## config.mk

```make
export PLATFORM = sky130hd
export DESIGN_NAME = i2c_target_bit_engine_top
export DESIGN_NICKNAME = d
export VERILOG_FILES = /design/src/hw/rtl/i2ctbe_pkg.sv /design/src/hw/rtl/i2ctbe_target_bit_engine_top.sv /design/src/hw/rtl/i2ctbe_step.sv /design/src/hw/rtl/i2ctbe_state.sv
export SDC_FILE = /design/constraint.sdc
export NUM_CORES = 1
export LEC_CHECK = 0
export BUFFER_PORTS_ARGS = -buffer_cell sky130_fd_sc_hd__buf_2
export CAP_MARGIN = 20
export CORE_MARGIN = 2
export CORE_UTILIZATION = 50
export DETAILED_ROUTE_END_ITERATION = 8
export PLACE_DENSITY = 0.71
export SYNTH_ARGS = -nofsm -noshare
export SYNTH_HDL_FRONTEND = slang
export SYNTH_SLANG_ARGS = --single-unit
```

## constraint.sdc

```tcl
create_clock -name clk -period 2.4 [get_ports clk]
set_input_delay 0.48 -clock clk [delete_from_list [all_inputs] [get_ports clk]]
set_output_delay 0.48 -clock clk [all_outputs]
set_load 0.01 [all_outputs]
```

## src/hw/rtl/i2ctbe_pkg.sv

```systemverilog
// Types and codes shared by the I2C target bit engine.
package i2ctbe_pkg;

  typedef enum logic [6:0] {
    PH_IDLE      = 7'b0000001,
    PH_RX_ADDR   = 7'b0000010,
    PH_RX_BYTE   = 7'b0000100,
    PH_ACK_TO_RX = 7'b0001000,
    PH_ACK_TO_TX = 7'b0010000,
    PH_TX_BYTE   = 7'b0100000,
    PH_RX_ACK    = 7'b1000000
  } phase_t;

  typedef enum logic [2:0] {
    EV_NONE    = 3'd0,
    EV_START   = 3'd1,
    EV_RESTART = 3'd2,
    EV_BYTE    = 3'd3,
    EV_REQUEST = 3'd4,
    EV_STOP    = 3'd5
  } event_code_t;

  localparam logic [3:0] CNT_MAX       = 4'd15;
  localparam logic [3:0] BITS_PER_BYTE = 4'd8;
  localparam logic [3:0] RX_ACK_EDGES  = 4'd9;
  localparam logic [3:0] ACK_EDGES     = 4'd1;
  localparam logic [7:0] REQUEST_BYTE  = 8'h01;

  typedef struct packed {
    logic       scl_level;
    logic       sda_level;
    logic       device_ack;
    logic [7:0] device_byte;
  } in_item_t;

  typedef struct packed {
    event_code_t event_code;
    logic [7:0]  event_byte;
    logic        sda_drive;
  } out_item_t;

  typedef struct packed {
    phase_t     bus_phase;
    logic [3:0] bits_in_count;
    logic [3:0] bits_out_count;
    logic [7:0] shift_in_reg;
    logic [7:0] shift_out_reg;
    logic       last_sda;
    logic       last_scl;
    logic       sda_out_reg;
  } eng_state_t;

endpackage

```

## src/hw/rtl/i2ctbe_target_bit_engine_top.sv

```systemverilog
// Top level of the I2C target bit engine: input register, step logic, result register.
// I2C target bit engine. Each item is one sample of SCL and SDA plus the attached
// device's ack and read byte; each item yields exactly one result item holding the
// bus event, its byte and the SDA drive level. Items pass through an input register
// and then a result register before their result is offered on the output, and one
// item is taken every cycle while the output side does not stall. The rate is set
// by the update of the bus state register between items.
module i2c_target_bit_engine_top import i2ctbe_pkg::*; (
  input  logic      clk,
  input  logic      rst,
  input  logic      in_valid,
  output logic      in_stall,
  input  in_item_t  in_data,
  output logic      out_valid,
  input  logic      out_stall,
  output out_item_t out_data
);

  logic       stage_valid;
  in_item_t   stage_item;
  logic       out_take;
  logic       advance;
  eng_state_t state;
  eng_state_t state_next;
  out_item_t  result;

  assign out_take = ~out_valid | ~out_stall;
  assign in_stall = stage_valid & ~out_take;
  assign advance  = stage_valid & out_take;

  always_ff @(posedge clk) begin
    if (rst) begin
      stage_valid <= 1'b0;
    end else if (~in_stall) begin
      stage_valid <= in_valid;
    end
  end

  always_ff @(posedge clk) begin
    if (~in_stall && in_valid) begin
      stage_item <= in_data;
    end
  end

  always_ff @(posedge clk) begin
    if (rst) begin
      out_valid <= 1'b0;
    end else if (out_take) begin
      out_valid <= stage_valid;
    end
  end

  always_ff @(posedge clk) begin
    if (advance) begin
      out_data <= result;
    end
  end

  i2ctbe_step u_step (
    .cur  (state),
    .item (stage_item),
    .nxt  (state_next),
    .res  (result)
  );

  i2ctbe_state u_state (
    .clk        (clk),
    .rst        (rst),
    .advance    (advance),
    .state_next (state_next),
    .state      (state)
  );

endmodule

```

## src/hw/rtl/i2ctbe_step.sv

```systemverilog
// Next-state and result logic for one line sample of the I2C target engine.
module i2ctbe_step import i2ctbe_pkg::*; (
  input  eng_state_t cur,
  input  in_item_t   item,
  output eng_state_t nxt,
  output out_item_t  res
);

  logic start_cond;
  logic stop_cond;
  logic scl_rise;
  logic scl_fall;
  logic [7:0] shifted;
  logic [3:0] cnt_inc;
  logic [3:0] bout_dec;
  logic [3:0] ack_target;

  assign start_cond = cur.last_sda & ~item.sda_level & cur.last_scl & item.scl_level;
  assign stop_cond  = ~cur.last_sda & item.sda_level & cur.last_scl & item.scl_level;
  assign scl_rise   = ~cur.last_scl & item.scl_level;
  assign scl_fall   = cur.last_scl & ~item.scl_level;
  assign shifted    = {cur.shift_in_reg[6:0], item.sda_level};
  assign cnt_inc    = (cur.bits_in_count < CNT_MAX) ? cur.bits_in_count + 4'd1
                                                    : cur.bits_in_count;
  assign bout_dec   = cur.bits_out_count - 4'd1;
  assign ack_target = (cur.bus_phase == PH_RX_ACK) ? RX_ACK_EDGES : ACK_EDGES;

  always_comb begin
    nxt            = cur;
    res.event_code = EV_NONE;
    res.event_byte = 8'h00;
    if (start_cond) begin
      res.event_code     = (cur.bus_phase != PH_IDLE) ? EV_RESTART : EV_START;
      nxt.bus_phase      = PH_RX_ADDR;
      nxt.bits_in_count  = 4'd0;
      nxt.bits_out_count = 4'd0;
    end else if (stop_cond) begin
      res.event_code = EV_STOP;
      nxt.bus_phase  = PH_IDLE;
    end else if (scl_rise) begin
      nxt.shift_in_reg  = shifted;
      nxt.bits_in_count = cnt_inc;
      case (cur.bus_phase)
        PH_RX_ADDR, PH_RX_BYTE: begin
          if (cnt_inc == BITS_PER_BYTE) begin
            nxt.bits_in_count = 4'd0;
            res.event_code    = EV_BYTE;
            res.event_byte    = shifted;
            if (!item.device_ack) begin
              nxt.bus_phase = PH_IDLE;
            end else if (cur.bus_phase == PH_RX_ADDR && shifted[0]) begin
              nxt.bus_phase = PH_ACK_TO_TX;
            end else begin
              nxt.bus_phase = PH_ACK_TO_RX;
            end
          end
        end
        PH_RX_ACK, PH_ACK_TO_TX: begin
          // master's ack level is ignored: in PH_RX_ACK just release
          if (cur.bus_phase == PH_RX_ACK) begin
            nxt.sda_out_reg = 1'b1;
          end
          if (cnt_inc == ack_target) begin
            nxt.bits_in_count  = 4'd0;
            nxt.bus_phase      = PH_TX_BYTE;
            res.event_code     = EV_REQUEST;
            res.event_byte     = REQUEST_BYTE;
            nxt.shift_out_reg  = item.device_byte;
            nxt.bits_out_count = BITS_PER_BYTE;
          end
        end
        PH_ACK_TO_RX: begin
          if (cnt_inc == ACK_EDGES) begin
            nxt.bits_in_count = 4'd0;
            nxt.bus_phase     = PH_RX_BYTE;
            nxt.sda_out_reg   = 1'b1;
          end
        end
        default: begin
        end
      endcase
    end else if (scl_fall) begin
      case (cur.bus_phase)
        PH_RX_ADDR: nxt.sda_out_reg = 1'b1;
        PH_RX_BYTE, PH_RX_ACK: begin
        end
        PH_ACK_TO_TX, PH_ACK_TO_RX: nxt.sda_out_reg = 1'b0;
        PH_TX_BYTE: begin
          nxt.sda_out_reg    = cur.shift_out_reg[7];
          nxt.shift_out_reg  = {cur.shift_out_reg[6:0], 1'b0};
          nxt.bits_out_count = bout_dec;
          if (bout_dec == 4'd0) begin
            nxt.bus_phase = PH_RX_ACK;
          end
        end
        default: nxt.sda_out_reg = 1'b1;
      endcase
    end
    nxt.last_sda  = item.sda_level;
    nxt.last_scl  = item.scl_level;
    res.sda_drive = nxt.sda_out_reg;
  end

endmodule

```

## src/hw/rtl/i2ctbe_state.sv

```systemverilog
// Engine state register, updated once for each processed item.
module i2ctbe_state import i2ctbe_pkg::*; (
  input  logic       clk,
  input  logic       rst,
  input  logic       advance,
  input  eng_state_t state_next,
  output eng_state_t state
);

  always_ff @(posedge clk) begin
    if (rst) begin
      state.bus_phase      <= PH_IDLE;
      state.bits_in_count  <= 4'd0;
      state.bits_out_count <= 4'd0;
      state.shift_in_reg   <= 8'h00;
      state.shift_out_reg  <= 8'h00;
      state.last_sda       <= 1'b1;
      state.last_scl       <= 1'b1;
      state.sda_out_reg    <= 1'b1;
    end else if (advance) begin
      state <= state_next;
    end
  end

endmodule

```

; Yosys cells after proc, flatten, opt, wreduce, memory -nomap -nowiden
; Index checks and enable logic that the tools add are counted.
[totals]
regBits = 59
latch_bits = 0
ramBits = 0
mem_bits_ro = 0
in_bits = 15
output_inout_bits = 14
elab_cells = 123
mem_count = 0
[op_classes]
add_sub_neg = 2
multipliers = 0
div_mod_pow = 0
n_lt_le_gt_ge = 1
n_eq_ne = 19
shift = 0
muxes = 41
bitwise_logic = 22
reduce_logical = 21
[op_table]
columns = op, n
row1 = 8-bit two-way mux, 6
row2 = 11-bit two-way mux, 4
row3 = 7-bit two-way mux, 5
row4 = 11-bit case mux with 3 select lines, 1
row5 = 15-bit two-way mux, 2
row6 = 4-bit two-way mux, 7
row7 = 24-bit two-way mux, 1
row8 = 11-bit case mux with 2 select lines, 1
row9 = "5-bit by 3-bit inequality test with 1-bit output, second input constant", 3
row10 = 4-bit nonzero test, 3
row11 = 1-bit NOT, 11
row12 = 1-bit AND, 10
row13 = 10-bit two-way mux, 1
row14 = 5-bit two-way mux, 2
row15 = 8-bit AND reduction, 1
row16 = 2-bit OR reduction, 4
row17 = "7-bit by 2-bit == test with 1-bit output, second input constant", 1
row18 = "7-bit by 3-bit == test with 1-bit output, second input constant", 1
row19 = "7-bit by 4-bit == test with 1-bit output, second input constant", 1
row20 = "7-bit by 5-bit == test with 1-bit output, second input constant", 1
row21 = "7-bit by 6-bit == test with 1-bit output, second input constant", 1
row22 = "7-bit == test, second input constant", 1
row23 = "7-bit by 1-bit inequality test with 1-bit output, second input constant", 1
row24 = 7-bit AND reduction, 1
row25 = 24 further kinds, 36

; Depth between registers and ports, before layout
[depth]
depth_word = 9
depth_mapped = 9
ltp_nobuf = 9

; Cells and area by module
; Synthesis repeated with hierarchy kept, for this count alone.
[hier_totals]
cells_unflattened = 345
area_unflattened_um2 = 3208.1
[modules_own_cells]
columns = mod, instances, cells_per_inst, area_per_inst_um2, seq_area_each_um2
row1 = i2ctbe_state, 1, 110, 1246.2, 680.7
row2 = i2ctbe_step, 1, 202, 1184.9, 0.0
row3 = i2c_target_bit_engine_top, 1, 33, 777.0, 730.7

; Least setup slack after synthesis
; Ideal clock, no wire load.
[synth_timing]
kind = register to register
startpoint = register u_state.state[24] (netlist name)
endpoint = register u_state.state[32] (netlist name)
setup_ns = 0.070
arrival_time_ns = 2.267
required_time_ns = 2.330
slack_ns = 0.063
stages_incl_launch_ff = 9
path_buffers = 0
period_less_slack_ns = 2.337
path_cell_list = dfxtp_1 ha_1 and2_1 a21oi_1 or3b_4 a32oi_2 a31oi_2 or4_1 a21oi_1
[synth_via]
elab_chain_cells = 5
word_cells_on_any_way = 10
cone_classes = add/sub (1) / order compare (1) / eq/ne (6) / mux (1) / reduce/logical (1)
[synth_rtl]
columns = element, line
row1 = 4-bit by 1-bit adder with 4-bit output / 4-bit less-than comparator (equally long branches), i2ctbe_step.sv:23  ; assign cnt_inc = (cur.bits_in_count < CNT_MAX) ? cur.bits_in_count + 4'd1
row2 = 4-bit two-way mux *, i2ctbe_step.sv:23
row3 = "4-bit by 1-bit == test with 1-bit output, or another cell as far along", i2ctbe_step.sv:73  ; if (cnt_inc == ACK_EDGES) begin
row4 = 5-bit by 3-bit inequality test with 1-bit output (no source line), --
row5 = 8-bit AND reduction (no source line) *, --
; Mark *: on every way between the ends. The rest lies on a longest branch, timed or not.
; A chain may end at the register's enable or synchronous reset.

; Worst setup path after layout
[layout_timing]
startpoint = register u_state.state[27] (netlist name)
endpoint = register u_state.state[32] (netlist name)
[layout_via]
elab_chain_cells = 6
word_cells_on_any_way = 20
cone_classes = eq/ne (11) / mux (5) / reduce/logical (4)
[layout_rtl]
columns = element
row1 = "parallel branches: the longest is 6 deep, another holds 8-bit AND reduction"
; Several ways; the timed one is not identified.

==> flow_summary.toml <==
[grt]
grt.overflow.total = 0
grt_usage_pct = 21.2
grt_pass1_vias = 2284
grt_max_degree = 28
antenna_found_initial = 0
grt_pass1_wl_um = 10600

[placement]
routabilityCongestion = 0.850
placed_cells = 427
numPortBuffers = 28
dpl.hpwl_um = 4780
post_dp_cell_area_um2 = 3350
post-place-ws_ns = -0.0312

[yosys]
async_reset_ff_share_pct = 0
yosysUniqueCellTypes = 70
synth-main-ff-cell = "dfxtp_1"
postSynthAreaPerCell_um2 = 9.56
synth_edf_count = 23
netlist_area_um2 = 3020
synth_warnings = 0
synthCells = 316
synth-seq-cells = 58
syn_nets = 338
ys_seq_area_share_pct = 46.1

[clocking]
htree_levels = 3
cts_sinks = 58
cts_tree = "done"
postCtsHoldBufs = 0
cts_buffers = 9
cts.reportedPaths.clkPinSlew_ns = 0.06
cts_buffer_depth = 2
root_buffer = "clkbuf_8"
clk_latency_ns = 0.34
postCtsSetupRepairBufs = 0

[sta]
holdWs_ns = 0.318
min_period_ns = 2.28
post-route-period-util_pct = 95.0
rsz0062_at_grt = "true"
fmax_ghz = 0.439
setup_viol = 0
fin_tns_setup_ns = 0
slew_violations = 0
fin_skew_ns = 0.0135
slew_headroom_pct = 64.1
tightest_slew_ns = 0.534
final_hold_viol_count = 0
layout_setup_ws_ns = 0.120

[critical_path]
cp-end-kind = "register"
slowest_delay_ns = 0.57
crit_buf_inv = 0
crit_fanout = 10
critPathSlowestCell = "or4_4"
cp-start-kind = "register"
crit_required_ns = 2.67
cp_top_family = "simple AND/OR/NAND/NOR gates"
cp_data_arrival_time_ns = 2.55
r2r_cells = 7
path_class = "reg -> reg"
path_cells = "nor3_1, and4b_1, a31oi_1, o21ai_2, o311ai_4, or4_4, a21oi_2"
reg2reg_slack_ns = 0.12
timing.rr.end = "u_state.state[32]$_SDFFE_PP0P_"
worstReg2RegStart = "u_state.state[27]$_SDFFE_PP1P_"

[min_path]
hold_end = "stage_item[2]$_DFFE_PP_"
hold_path.class = "in -> reg"
min-delay-start = "in_data[2]"
hold_depth = 1

[floorplanning]
die_h_um = 81.7
num_rows = 28
die_area_um2 = 6680
start_util_pct = 51.3
pin_count = 29
die_x_um = 81.7
design.core.area_um2 = 5890

[pwr]
ir_drop_mv = 0.417
power_mw = 1.98
power_leakage_nw = 1.33
p_per_area_nw_per_um2 = 552

[drt]
first_pass_iters = 7
num_vias = 2572
via_per_inst = 5.81
drt_iter0_drc = 202
ant_nets = 0
wl_per_cell_um = 15.2
drt_wl_total_um = 6720
drc = 0

[final_layout]
layout_commonest_cell = "nand2_1"
regArea_um2 = 1400
multi_input_area_um2 = 1600
final_area_um2 = 3590
finish.net_count = 385
antenna_cells = 0
syn_to_final_growth_pct = 19.0
drive_above_1_share_pct = 25.5
nFillCells = 512
layout_common_cells = "39 x nand2_1, 32 x dfxtp_1, 28 x buf_2"
stdcell_count = 443
fin_util_pct = 61.1

[job]
maxCapViolations = 0

[run_status]
status = "complete, no violations"
## cells in the mapped netlist, types with 2 or more instances
cell	number	share of area (%)
or3_1	3	0.62
a21oi_1	21	3.5
ha_1	7	2.9
xor2_1	4	1.2
nor4_1	2	0.41
and4b_1	2	0.66
or2_2	2	0.41
a31oi_1	5	1.0
o2111ai_1	2	0.58
nor2b_1	2	0.41
o21ai_0	11	1.8
and3_1	8	1.7
o21ai_1	2	0.33
nand3b_1	3	0.75
nand4b_1	2	0.58
nor3_1	8	1.3
edfxtp_1	23	23
and2_1	2	0.41
inv_1	9	1.1
nor2_1	27	3.4
nand2b_1	11	2.3
nand2_1	39	4.8
buf_2	4	0.66
dfxtp_1	35	23
mux2i_1	10	3.3
nand3_1	5	0.83
or4_1	5	1.2
a211oi_1	8	2.0
clkbuf_1	8	0.99
o31ai_1	4	0.99
and3b_1	3	0.87
## worst max-delay path by stage
stage	from	slack, ns	end	cells past startpoint
3_3_place_gp	u_state.state[23]$_SDFFE_PP0P_	0.05	u_state.state[32]$_SDFFE_PP0P_	8
2_1_floorplan	u_state.state[24]$_SDFFE_PP0P_	0.06	u_state.state[32]$_SDFFE_PP0P_	8
4_1_cts	u_state.state[23]$_SDFFE_PP0P_	0.01	u_state.state[32]$_SDFFE_PP0P_	8
6_report	u_state.state[27]$_SDFFE_PP1P_	0.12	u_state.state[32]$_SDFFE_PP0P_	7
3_5_place_dp	u_state.state[23]$_SDFFE_PP0P_	-0.03	u_state.state[32]$_SDFFE_PP0P_	8
5_1_grt	u_state.state[24]$_SDFFE_PP0P_	-0.01	u_state.state[9]$_SDFFE_PP0P_	9
## registers in the layout, summed over array words and instances, names as in the netlist
signal,cells
out_valid,1
u_state.state,33
stage_valid,1
stage_item,11
out_data,12
## worst register-to-register path: stages (launching register included)
cell	delay (ns)
dfxtp_1	0.42
nor3_1	0.31
and4b_1	0.31
a31oi_1	0.12
o21ai_2	0.18
o311ai_4	0.18
or4_4	0.57
a21oi_2	0.14
## cells by family (layout without fill, tap and decap cells)
logic type	Yosys count	count (layout)	synth area share, %
AO/OA/AOI/OAI	72	72	17.1
XOR/XNOR	5	5	1.45
adder cells (fa/ha/maj)	7	7	2.90
buffers and inverters	25	77	3.65
flip-flops	58	58	46.1
multiplexers	10	10	3.31
AND/OR/NAND/NOR	139	139	25.5
## routing by layer
layer  vias up  GRT usage, %  share of wire, %
met1      1202          26.7                43
met2       100          34.1                49
met5         -             0                 0
li1       1253             -                 -
met4         0          9.00               2.0
met3        17          5.93               5.9
## where the power goes
group	switching [mW]	internal [mW]
sequential	0.0186	1.06
clock	0.368	0.366
combinational	0.106	0.0676
## layout make-up
cell class,instances,share of cell area [%]
Timing Repair Buffer,51,8.70
Multi-Input combinational cell,233,44.5
Clock inverter,4,0.522
Tap cell,75,2.61
Inverter,10,1.04
Clock buffer,12,3.76
Sequential cell,58,38.8
## timing repair
item | CTS | global route
pin swaps | 0 | 6
endpoints found under the hold margin | 0 | 0
gates resized for setup | 3 | 15
endpoints found under the setup margin | 2 | 13
(Power assumes the default switching activity.)
